**src/sv/chol_pkg.sv**
```systemverilog
// ============================================================================
// chol_pkg: shared codes, sizes and command types
// Request, status and register codes plus the command and status bundles
// passed between the controller and the datapath.
// ============================================================================
package chol_pkg;

   // default sizes
   localparam int MAX_ORDER_DEF  = 8;
   localparam int DATA_WIDTH_DEF = 32;

   // fixed port widths
   localparam int FIELD_W    = 32;
   localparam int ROW_W      = 3;
   localparam int REQ_W      = 2;
   localparam int STATUS_W   = 2;
   localparam int SIZE_W     = 4;
   localparam int CSR_IDX_W  = 1;
   localparam int CSR_DATA_W = 4;

   // fixed point
   localparam int Q_FRAC    = 16;
   localparam int Q_ONE_INT = 65536;

   // request codes
   localparam logic [REQ_W-1:0] REQ_LOAD    = 2'd0;
   localparam logic [REQ_W-1:0] REQ_COMPUTE = 2'd1;
   localparam logic [REQ_W-1:0] REQ_READ    = 2'd2;
   localparam logic [REQ_W-1:0] REQ_NOP     = 2'd3;

   // status codes
   localparam logic [STATUS_W-1:0] ST_OK       = 2'd0;
   localparam logic [STATUS_W-1:0] ST_NOT_POS  = 2'd1;
   localparam logic [STATUS_W-1:0] ST_ZERO_DIV = 2'd2;

   // register indexes
   localparam logic [CSR_IDX_W-1:0] CSR_MATRIX_SIZE = 1'b0;
   localparam logic [CSR_IDX_W-1:0] CSR_COMPUTE_INV = 1'b1;
   localparam logic [SIZE_W-1:0]    SIZE_RESET      = 4'd8;

   // controller to datapath commands
   typedef struct packed {
      logic                in_we;
      logic                fac_we;
      logic                fac_zero;
      logic                fac_from_sqrt;
      logic                inv_we;
      logic                inv_zero;
      logic                acc_clr;
      logic                mul_en;
      logic                mul_inv;
      logic                acc_en;
      logic                fin_fac;
      logic                fin_inv;
      logic                fin_diag;
      logic                sqrt_start;
      logic                div_start;
      logic                rd_capture;
      logic                rd_ok;
      logic                rsp_zero;
      logic                rsp_read;
      logic                status_we;
      logic [STATUS_W-1:0] status_code;
   } dp_cmd_type;

   // datapath to controller status
   typedef struct packed {
      logic d_le0;
      logic piv_zero;
      logic sqrt_done;
      logic div_done;
   } dp_sts_type;

endpackage

```
**src/sv/chol_ctrl.sv**
```systemverilog
// ============================================================================
// chol_ctrl: request handling and factorization sequencer
// Holds the configuration registers, the handshake, and the row, column and
// inner-product counters that step the datapath through both phases.
// ============================================================================
module chol_ctrl import chol_pkg::*; #(
   parameter int MAX_ORDER = MAX_ORDER_DEF,
   localparam int IW = (MAX_ORDER > 1) ? $clog2(MAX_ORDER) : 1
) (
   input  logic                  clock,
   input  logic                  reset,
   input  logic                  req_valid,
   output logic                  req_stall,
   input  logic [REQ_W-1:0]      req_type,
   input  logic [ROW_W-1:0]      req_row,
   input  logic [ROW_W-1:0]      req_col,
   input  logic                  csr_write_en,
   input  logic [CSR_IDX_W-1:0]  csr_index,
   input  logic [CSR_DATA_W-1:0] csr_data,
   output logic                  rsp_valid,
   input  logic                  rsp_stall,
   input  dp_sts_type            sts,
   output dp_cmd_type            cmd,
   output logic [IW-1:0]         fa_row,
   output logic [IW-1:0]         fa_col,
   output logic [IW-1:0]         fb_row,
   output logic [IW-1:0]         fb_col,
   output logic [IW-1:0]         iv_row,
   output logic [IW-1:0]         iv_col,
   output logic [IW-1:0]         wr_row,
   output logic [IW-1:0]         wr_col
);

   localparam logic [4:0] S_IDLE    = 5'd0;
   localparam logic [4:0] S_RD_WAIT = 5'd1;
   localparam logic [4:0] F_ENTRY   = 5'd2;
   localparam logic [4:0] F_MRD     = 5'd3;
   localparam logic [4:0] F_MMUL    = 5'd4;
   localparam logic [4:0] F_MACC    = 5'd5;
   localparam logic [4:0] F_FIN_RD  = 5'd6;
   localparam logic [4:0] F_FIN     = 5'd7;
   localparam logic [4:0] F_CHK     = 5'd8;
   localparam logic [4:0] F_WAIT    = 5'd9;
   localparam logic [4:0] I_ENTRY   = 5'd10;
   localparam logic [4:0] I_MRD     = 5'd11;
   localparam logic [4:0] I_MMUL    = 5'd12;
   localparam logic [4:0] I_MACC    = 5'd13;
   localparam logic [4:0] I_FIN_RD  = 5'd14;
   localparam logic [4:0] I_FIN     = 5'd15;
   localparam logic [4:0] I_CHK     = 5'd16;
   localparam logic [4:0] I_WAIT    = 5'd17;
   localparam logic [4:0] S_DONE    = 5'd18;

   logic [4:0]          state_ff, state_in;
   logic [IW-1:0]       i_ff, i_in, j_ff, j_in, k_ff, k_in;
   logic [STATUS_W-1:0] code_ff, code_in;
   logic                rsp_valid_ff, rsp_valid_in;
   logic [SIZE_W-1:0]   size_ff;
   logic                cinv_ff;

   logic [SIZE_W-1:0]   n_use;
   logic                in_range;
   logic                accept;
   logic                is_diag, upper, last_i, last_j;

   // configuration registers
   always_ff @(posedge clock) begin
      if (reset) begin
         size_ff <= SIZE_RESET;
         cinv_ff <= 1'b1;
      end else if (csr_write_en) begin
         unique case (csr_index)
            CSR_MATRIX_SIZE: size_ff <= csr_data;
            CSR_COMPUTE_INV: cinv_ff <= csr_data[0];
            default: ;
         endcase
      end
   end

   assign n_use    = (int'(size_ff) > MAX_ORDER) ? SIZE_W'(MAX_ORDER) : size_ff;
   assign in_range = (int'(req_row) < int'(n_use)) && (int'(req_col) < int'(n_use));
   assign req_stall = (state_ff != S_IDLE) || (rsp_valid_ff && rsp_stall);
   assign accept  = req_valid && !req_stall;
   assign is_diag = i_ff == j_ff;
   assign upper   = int'(j_ff) > int'(i_ff);
   assign last_i  = int'(i_ff) == int'(n_use) - 1;
   assign last_j  = int'(j_ff) == int'(n_use) - 1;

   // store addresses
   always_comb begin
      if (state_ff == S_IDLE) begin
         fa_row = IW'(req_row);
         fa_col = IW'(req_col);
         iv_row = IW'(req_row);
         iv_col = IW'(req_col);
         wr_row = IW'(req_row);
         wr_col = IW'(req_col);
      end else begin
         fa_row = i_ff;
         fa_col = k_ff;
         iv_row = k_ff;
         iv_col = j_ff;
         wr_row = i_ff;
         wr_col = j_ff;
      end
      if (state_ff == F_FIN_RD) begin
         fb_row = j_ff;
         fb_col = j_ff;
      end else if (state_ff == I_FIN_RD) begin
         fb_row = i_ff;
         fb_col = i_ff;
      end else begin
         fb_row = is_diag ? i_ff : j_ff;
         fb_col = k_ff;
      end
   end

   // sequencer
   always_comb begin
      state_in     = state_ff;
      i_in         = i_ff;
      j_in         = j_ff;
      k_in         = k_ff;
      code_in      = code_ff;
      rsp_valid_in = rsp_valid_ff && rsp_stall;
      cmd          = '0;

      unique case (state_ff)
         S_IDLE: begin
            if (accept) begin
               unique case (req_type)
                  REQ_LOAD: begin
                     cmd.in_we    = in_range;
                     cmd.rsp_zero = 1'b1;
                     rsp_valid_in = 1'b1;
                  end
                  REQ_COMPUTE: begin
                     code_in = ST_OK;
                     i_in    = '0;
                     j_in    = '0;
                     state_in = (n_use == '0) ? S_DONE : F_ENTRY;
                  end
                  REQ_READ: begin
                     cmd.rd_capture = 1'b1;
                     cmd.rd_ok      = in_range && (req_col <= req_row);
                     state_in       = S_RD_WAIT;
                  end
                  REQ_NOP: begin
                     cmd.rsp_zero = 1'b1;
                     rsp_valid_in = 1'b1;
                  end
                  default: ;
               endcase
            end
         end

         S_RD_WAIT: begin
            cmd.rsp_read = 1'b1;
            rsp_valid_in = 1'b1;
            state_in     = S_IDLE;
         end

         // factor phase, row by row
         F_ENTRY: begin
            if (upper) begin
               cmd.fac_we   = 1'b1;
               cmd.fac_zero = 1'b1;
            end else begin
               cmd.acc_clr = 1'b1;
               k_in        = '0;
               state_in    = ((is_diag ? i_ff : j_ff) == '0) ? F_FIN_RD : F_MRD;
            end
         end
         F_MRD:  state_in = F_MMUL;
         F_MMUL: begin
            cmd.mul_en = 1'b1;
            state_in   = F_MACC;
         end
         F_MACC: begin
            cmd.acc_en = 1'b1;
            if (int'(k_ff) + 1 == (is_diag ? int'(i_ff) : int'(j_ff))) begin
               state_in = F_FIN_RD;
            end else begin
               k_in     = k_ff + IW'(1);
               state_in = F_MRD;
            end
         end
         F_FIN_RD: state_in = F_FIN;
         F_FIN: begin
            cmd.fin_fac = 1'b1;
            state_in    = F_CHK;
         end
         F_CHK: begin
            if (is_diag) begin
               if (sts.d_le0) begin
                  code_in  = ST_NOT_POS;
                  state_in = S_DONE;
               end else begin
                  cmd.sqrt_start = 1'b1;
                  state_in       = F_WAIT;
               end
            end else begin
               if (sts.piv_zero) begin
                  code_in  = ST_ZERO_DIV;
                  state_in = S_DONE;
               end else begin
                  cmd.div_start = 1'b1;
                  state_in      = F_WAIT;
               end
            end
         end
         F_WAIT: begin
            if (is_diag ? sts.sqrt_done : sts.div_done) begin
               cmd.fac_we        = 1'b1;
               cmd.fac_from_sqrt = is_diag;
               state_in          = F_ENTRY;
            end
         end

         // inverse phase, row by row, columns from right to left
         I_ENTRY: begin
            if (upper) begin
               cmd.inv_we   = 1'b1;
               cmd.inv_zero = 1'b1;
            end else begin
               cmd.acc_clr = 1'b1;
               k_in        = j_ff;
               state_in    = is_diag ? I_FIN_RD : I_MRD;
            end
         end
         I_MRD:  state_in = I_MMUL;
         I_MMUL: begin
            cmd.mul_en  = 1'b1;
            cmd.mul_inv = 1'b1;
            state_in    = I_MACC;
         end
         I_MACC: begin
            cmd.acc_en = 1'b1;
            if (int'(k_ff) + 1 == int'(i_ff)) begin
               state_in = I_FIN_RD;
            end else begin
               k_in     = k_ff + IW'(1);
               state_in = I_MRD;
            end
         end
         I_FIN_RD: state_in = I_FIN;
         I_FIN: begin
            cmd.fin_inv  = 1'b1;
            cmd.fin_diag = is_diag;
            state_in     = I_CHK;
         end
         I_CHK: begin
            if (sts.piv_zero) begin
               code_in  = ST_ZERO_DIV;
               state_in = S_DONE;
            end else begin
               cmd.div_start = 1'b1;
               state_in      = I_WAIT;
            end
         end
         I_WAIT: begin
            if (sts.div_done) begin
               cmd.inv_we = 1'b1;
               state_in   = I_ENTRY;
            end
         end

         S_DONE: begin
            cmd.status_we   = 1'b1;
            cmd.status_code = code_ff;
            cmd.rsp_zero    = 1'b1;
            rsp_valid_in    = 1'b1;
            state_in        = S_IDLE;
         end

         default: state_in = S_IDLE;
      endcase

      // step to the next entry once the current one is written
      if (cmd.fac_we) begin
         if (last_j) begin
            if (last_i) begin
               i_in     = '0;
               j_in     = IW'(int'(n_use) - 1);
               state_in = cinv_ff ? I_ENTRY : S_DONE;
            end else begin
               i_in     = i_ff + IW'(1);
               j_in     = '0;
               state_in = F_ENTRY;
            end
         end else begin
            j_in     = j_ff + IW'(1);
            state_in = F_ENTRY;
         end
      end
      if (cmd.inv_we) begin
         if (j_ff == '0) begin
            if (last_i) begin
               state_in = S_DONE;
            end else begin
               i_in     = i_ff + IW'(1);
               j_in     = IW'(int'(n_use) - 1);
               state_in = I_ENTRY;
            end
         end else begin
            j_in     = j_ff - IW'(1);
            state_in = I_ENTRY;
         end
      end
   end

   always_ff @(posedge clock) begin
      if (reset) begin
         state_ff     <= S_IDLE;
         rsp_valid_ff <= 1'b0;
         code_ff      <= ST_OK;
         i_ff         <= '0;
         j_ff         <= '0;
         k_ff         <= '0;
      end else begin
         state_ff     <= state_in;
         rsp_valid_ff <= rsp_valid_in;
         code_ff      <= code_in;
         i_ff         <= i_in;
         j_ff         <= j_in;
         k_ff         <= k_in;
      end
   end

   assign rsp_valid = rsp_valid_ff;

endmodule
```
**config.mk**
```make
export PLATFORM = sky130hd
export DESIGN_NAME = chol_ctrl
export DESIGN_NICKNAME = d
export VERILOG_FILES = /design/src/sv/chol_pkg.sv /design/src/sv/chol_ctrl.sv
export SDC_FILE = /design/constraint.sdc
export NUM_CORES = 1
export LEC_CHECK = 0
export BUFFER_PORTS_ARGS = -buffer_cell sky130_fd_sc_hd__buf_2
export CAP_MARGIN = 20
export CORE_AREA = 2 2 75 77
export CTS_BUF_LIST = sky130_fd_sc_hd__clkbuf_4 sky130_fd_sc_hd__clkbuf_8
export DETAILED_ROUTE_END_ITERATION = 10
export DIE_AREA = 0 0 77 79
export GPL_TIMING_DRIVEN = 0
export PLACE_DENSITY_LB_ADDON = 0.2
export SLEW_MARGIN = 20
export SYNTH_ARGS = -nofsm -noshare
export SYNTH_HDL_FRONTEND = slang
export SYNTH_SLANG_ARGS = --single-unit
```
**constraint.sdc**
```tcl
create_clock -name clock -period 2.33 [get_ports clock]
set_input_delay 0.233 -clock clock [delete_from_list [all_inputs] [get_ports clock]]
set_output_delay 0.233 -clock clock [all_outputs]
set_load 0.01 [all_outputs]
```
# After elaboration in Yosys (flattened, before gate mapping)
# Index checks and enable logic that the tools add are counted.
[classes]
bitwise_logic = 1
magnitude_cmp = 5
eq_ne = 39
muxes = 99
n_addsub = 6
reduce_logical = 24
[ops]
columns = ["operator", "count"]
rows = [
  ["two-way mux 3 bit", 38],
  ["case mux 5 bit (17 select lines)", 1],
  ["two-way mux 5 bit", 16],
  ["equality test 4 x 32 -> 1 bit", 2],
  ["equality test 5 x 4 -> 1 bit (second input constant)", 8],
  ["equality test 32 x 4 -> 1 bit", 1],
  ["two-way mux 1 bit", 25],
  ["equality test 5 x 3 -> 1 bit (second input constant)", 4],
  ["two-way mux 2 bit", 10],
  ["!= test 4 bit (second input constant)", 5],
  ["equality test 5 bit (second input constant)", 3],
  ["case mux 3 bit (4 select lines)", 1],
  ["equality test 5 x 2 -> 1 bit (second input constant)", 2],
  ["!= test 2 bit (second input constant)", 5],
  ["case mux 1 bit (2 select lines)", 5],
  ["case mux 5 bit (2 select lines)", 1],
  ["OR reduction 2 bit", 5],
  ["adder 3 x 1 -> 3 bit (second input constant)", 3],
  ["< comparator 3 x 4 -> 1 bit", 2],
  ["zero test 3 bit", 2],
  ["case mux 2 bit (3 select lines)", 1],
  ["AND reduction 6 bit", 1],
  ["equality test 5 x 1 -> 1 bit (second input constant)", 1],
  ["zero test 5 bit", 1],
  ["26 further kinds", 31],
]
[totals]
register_bits = 22

# Longest topological paths before layout
[depth]
depth_word = 11
mapped_depth = 10
mapped_depth_nobuf = 8

# Worst setup path before layout
# No wires, ideal clock.
[synth_path]
kind = "reg-to-reg"
startpoint = "register j_ff[0]"
endpoint = "register state_ff[3]"
stages_incl_launch_ff = 11
setup_time_ns = 0.103
setup_slack_ns = -0.130
synth_period_minus_slack_ns = 2.460
t_required_ns = 2.227
t_arrival_ns = 2.357
path_cell_list = "dfxtp_1 clkbuf_1 inv_1 ha_1 and3_1 a21o_1 o22a_1 buf_6 nor3_2 a211oi_1 a2111oi_2"
[synth_via]
elab_chain_cells = 6
word_cells_on_any_way = 22
cone_classes = "order compare (1); eq/ne (8); mux (11); reduce/logical (2)"
[synth_rtl]
columns = ["element", "line_no", "rtl"]
rows = [
  ["start: declaration", "chol_ctrl.sv:55", "logic [IW-1:0] i_ff, i_in, j_ff, j_in, k_ff, k_in;"],
  ["start signal: assignment", "chol_ctrl.sv:325", "j_ff <= j_in;"],
  ["parallel branches: the longest is 6 deep, another holds greater-than comparator 3 bit", "-", ""],
  ["end signal: assignment", "chol_ctrl.sv:321", "state_ff <= state_in;"],
  ["end: declaration", "chol_ctrl.sv:54", "logic [4:0] state_ff, state_in;"],
]
# Parallel ways; which one is timed is not known.
# A chain may end at the register's enable or synchronous reset.

# Worst setup path in the final report
[layout_path]
startpoint = "register size_ff[3]"
endpoint = "register state_ff[4]"
[layout_via]
elab_chain_cells = 9
word_cells_on_any_way = 16
cone_classes = "add/sub (1); order compare (1); eq/ne (2); mux (11); reduce/logical (1)"
[layout_rtl]
columns = ["element", "line_no", "rtl"]
rows = [
  ["start: declaration", "chol_ctrl.sv:58", "logic [SIZE_W-1:0] size_ff;"],
  ["start signal: assignment", "chol_ctrl.sv:73", "CSR_MATRIX_SIZE: size_ff <= csr_data;"],
  ["greater-than comparator 4 bit", "chol_ctrl.sv:80", "assign n_use = (int'(size_ff) > MAX_ORDER) ? SIZE_W'(MAX_ORDER) : size_ff;"],
  ["two-way mux 4 bit (*)", "chol_ctrl.sv:80", ""],
  ["parallel branches: the longest is 6 deep, another holds subtractor 4 x 1 -> 5 bit", "-", ""],
  ["two-way mux 5 bit (*)", "chol_ctrl.sv:296", "if (cmd.inv_we) begin"],
]
# Mark *: on every way between the ends. The select of a mux whose other input is x is not followed.

==> metrics <==
Unique masters post-synth 63; hold buffers post-CTS 0; first-pass GRT wire length 14100 um; Worst Path Arrival 2.54 ns; Die Wd 77 um; ys flop type dfxtp_1; fin cells 521; Post-synth ARST share 0; gpl congestion 0.934; HP Class input pin to flop; most frequent cells after synthesis nand2_1, nor2_1, a21oi_1; routed vias 3099; status complete, but fails checks; # DRC 0; sequential area share after synthesis 0.170; crit path capture type flop; Yosys top cell area share 0.170; setup violators final 2; pin count of the biggest net entering global routing 13; Remaining Overflow, GRT 0; Worst-Skew Late Latency 0.27 ns; DRT Pass-1 Iters 5; kind of critical path flop to flop; post-synthesis area per instance 7.38 um^2; nets 492; worst-path fanout max 8; clk sinks 22; utilization after layout 0.662; P&R area growth vs syn 36.4%; CP Data Required Time 2.51 ns; Least-Margin Pin Slew 0.633 ns; share of layout cells above drive strength 1 0.372; WL final 9190 um; CP startpoint kind flop; area of the multi-input gates 2160 um^2; synthesized net count 393; max-slew violations 0; routed wire length per instance 17.6 um; Post-synth EDFFs 0; achievable frequency 425 MHz; vias in the first global route 2834; Max rail drop VDD 0.000458 V; worst setup margin -0.0243 ns; top cell type by total area after synthesis dfxtp_1; Starting Density 0.485; Fin Hold WS 0.164 ns; placed cell count 492; Ports 70; Synthesis Warnings 0; clk root buf clkbuf_8; initial antenna violation count 0; Max Cap Violations 0; Layout fillers 479; dpl hpwl 6620 um; fin crit share 1.01; Port-buffer cells 69; CTS tree done; # H-tree levels 1; CTS Buf Count 3; Die H 79 um; drt initial violations 250; Area contributors post-synth dfxtp_1, ha_1, nand2_1; core area 5340 um^2; failing checks negative setup slack; clock-pin slew on the worst setup and hold paths 0.09 ns; PD cells 740 nW/um^2; Register Area 450 um^2; CTS Buffer Depth 2; Mapped Cells 351; LEAKAGE 1.63 nW; Post-Route Setup TNS -0.0416 ns; Site Rows 27; DR vias/cell 5.95; minimum clock period 2.35 ns; post-route ant nets 0; total track usage 0.288; Rel. slew slack 0.578; synthesized cell area 2590 um^2; die area 6080 um^2; Synth Register Bits 22; Final Hold Viols 0; skew final 0.00931 ns; ANT cells 0
layout make-up:
type                            count  area share
Clock buffer                        4      0.0156
Timing Repair Buffer               94       0.151
Sequential cell                    22       0.127
Inverter                           20      0.0234
Buffer                             23      0.0446
Tap cell                           72      0.0255
Multi-Input combinational cell    286       0.612
timing repair:
action | 4_1_cts | 5_1_grt
resized for setup | 33 | 28
gates cloned | 0 | 1
endpoints found under the setup margin | 38 | 23
pin swaps | 4 | 14
setup buffers | 12 | 12
cell families after synthesis:
family / share of synthesized area
adder cells (fa/ha/maj): 0.0966
AND/OR/NAND/NOR: 0.295
flip-flops: 0.170
XOR/XNOR: 0.0579
multiplexers: 0.0517
AO/OA/AOI/OAI: 0.249
buffers and inverters: 0.0802
layout by cell type (no fill, tap or decap), types with 4 or more instances in the layout:
| master | netlist | final |
|---|---|---|
| ha_1 | 20 | 15 |
| ha_4 | 0 | 5 |
| a31oi_1 | 8 | 8 |
| clkbuf_1 | 8 | 5 |
| and3_1 | 5 | 4 |
| buf_2 | 4 | 72 |
| a21o_1 | 5 | 4 |
| buf_4 | 7 | 30 |
| dfxtp_1 | 22 | 18 |
| nand2_1 | 36 | 35 |
| nand2b_1 | 10 | 9 |
| mux2i_1 | 10 | 7 |
| nor3_2 | 4 | 4 |
| xnor2_1 | 8 | 8 |
| nand4_1 | 7 | 7 |
| a21oi_1 | 25 | 24 |
| o21ai_0 | 16 | 14 |
| nor2_1 | 36 | 34 |
| xor2_1 | 4 | 4 |
| clkbuf_8 | 0 | 5 |
| inv_1 | 20 | 16 |
| buf_6 | 2 | 5 |
| a311oi_1 | 4 | 4 |
| nor3_1 | 10 | 8 |
| and2_1 | 5 | 5 |
flip-flops by register name, indices dropped and copies added, names as in the netlist:
name       flops
k_ff           3
i_ff           3
code_ff        2
j_ff           3
cinv_ff        1
state_ff       5
size_ff        4
rsp_valid      1
critical path, stage by stage (launching register included):
cell and delay [ns]:
dfxtp_4 0.38, nand2b_1 0.16, buf_6 0.15, ha_4 0.29
xor2_1 0.26, nand4_1 0.18, buf_4 0.21, o21ai_2 0.29
a21oi_1 0.12, a311oi_1 0.24
per-layer routing:
metal / global-route usage / wire length, um
met1: 0.362 / 3760
met4: 0.0714 / 108
met5: 0 / 0
met2: 0.526 / 4650
met3: 0.0318 / 669
per-stage QoR:
step                      setup WS [ns]  power, mW  instance area (um^2)
final                           -0.0243       2.62                  3530
after global routing             -0.106       2.78                  3530
after floorplan                 0.00205       1.62                  2590
after CTS                       0.00352       2.54                  3340
after global placement           -0.523       2.11                  3030
after detailed placement         -0.470       2.12                  3030
path summary, 6_finish.rpt:
kind                     from           to  slack, ns  cells after the start
hold / removal    csr_data[3]   size_ff[3]       0.16                      2
hold reg to reg    code_ff[1]   code_ff[1]       0.52                      2
setup reg to reg   size_ff[3]  state_ff[4]      -0.02                      9
setup / recovery   size_ff[3]  state_ff[4]      -0.02                      9
report_power, final:
part / switching (mW) / total, mW / internal [mW]
Sequential: 0.0556 / 0.491 / 0.435
Clock: 0.141 / 0.292 / 0.151
Combinational: 1.08 / 1.83 / 0.752
Power figures use the tool's default switching activity.
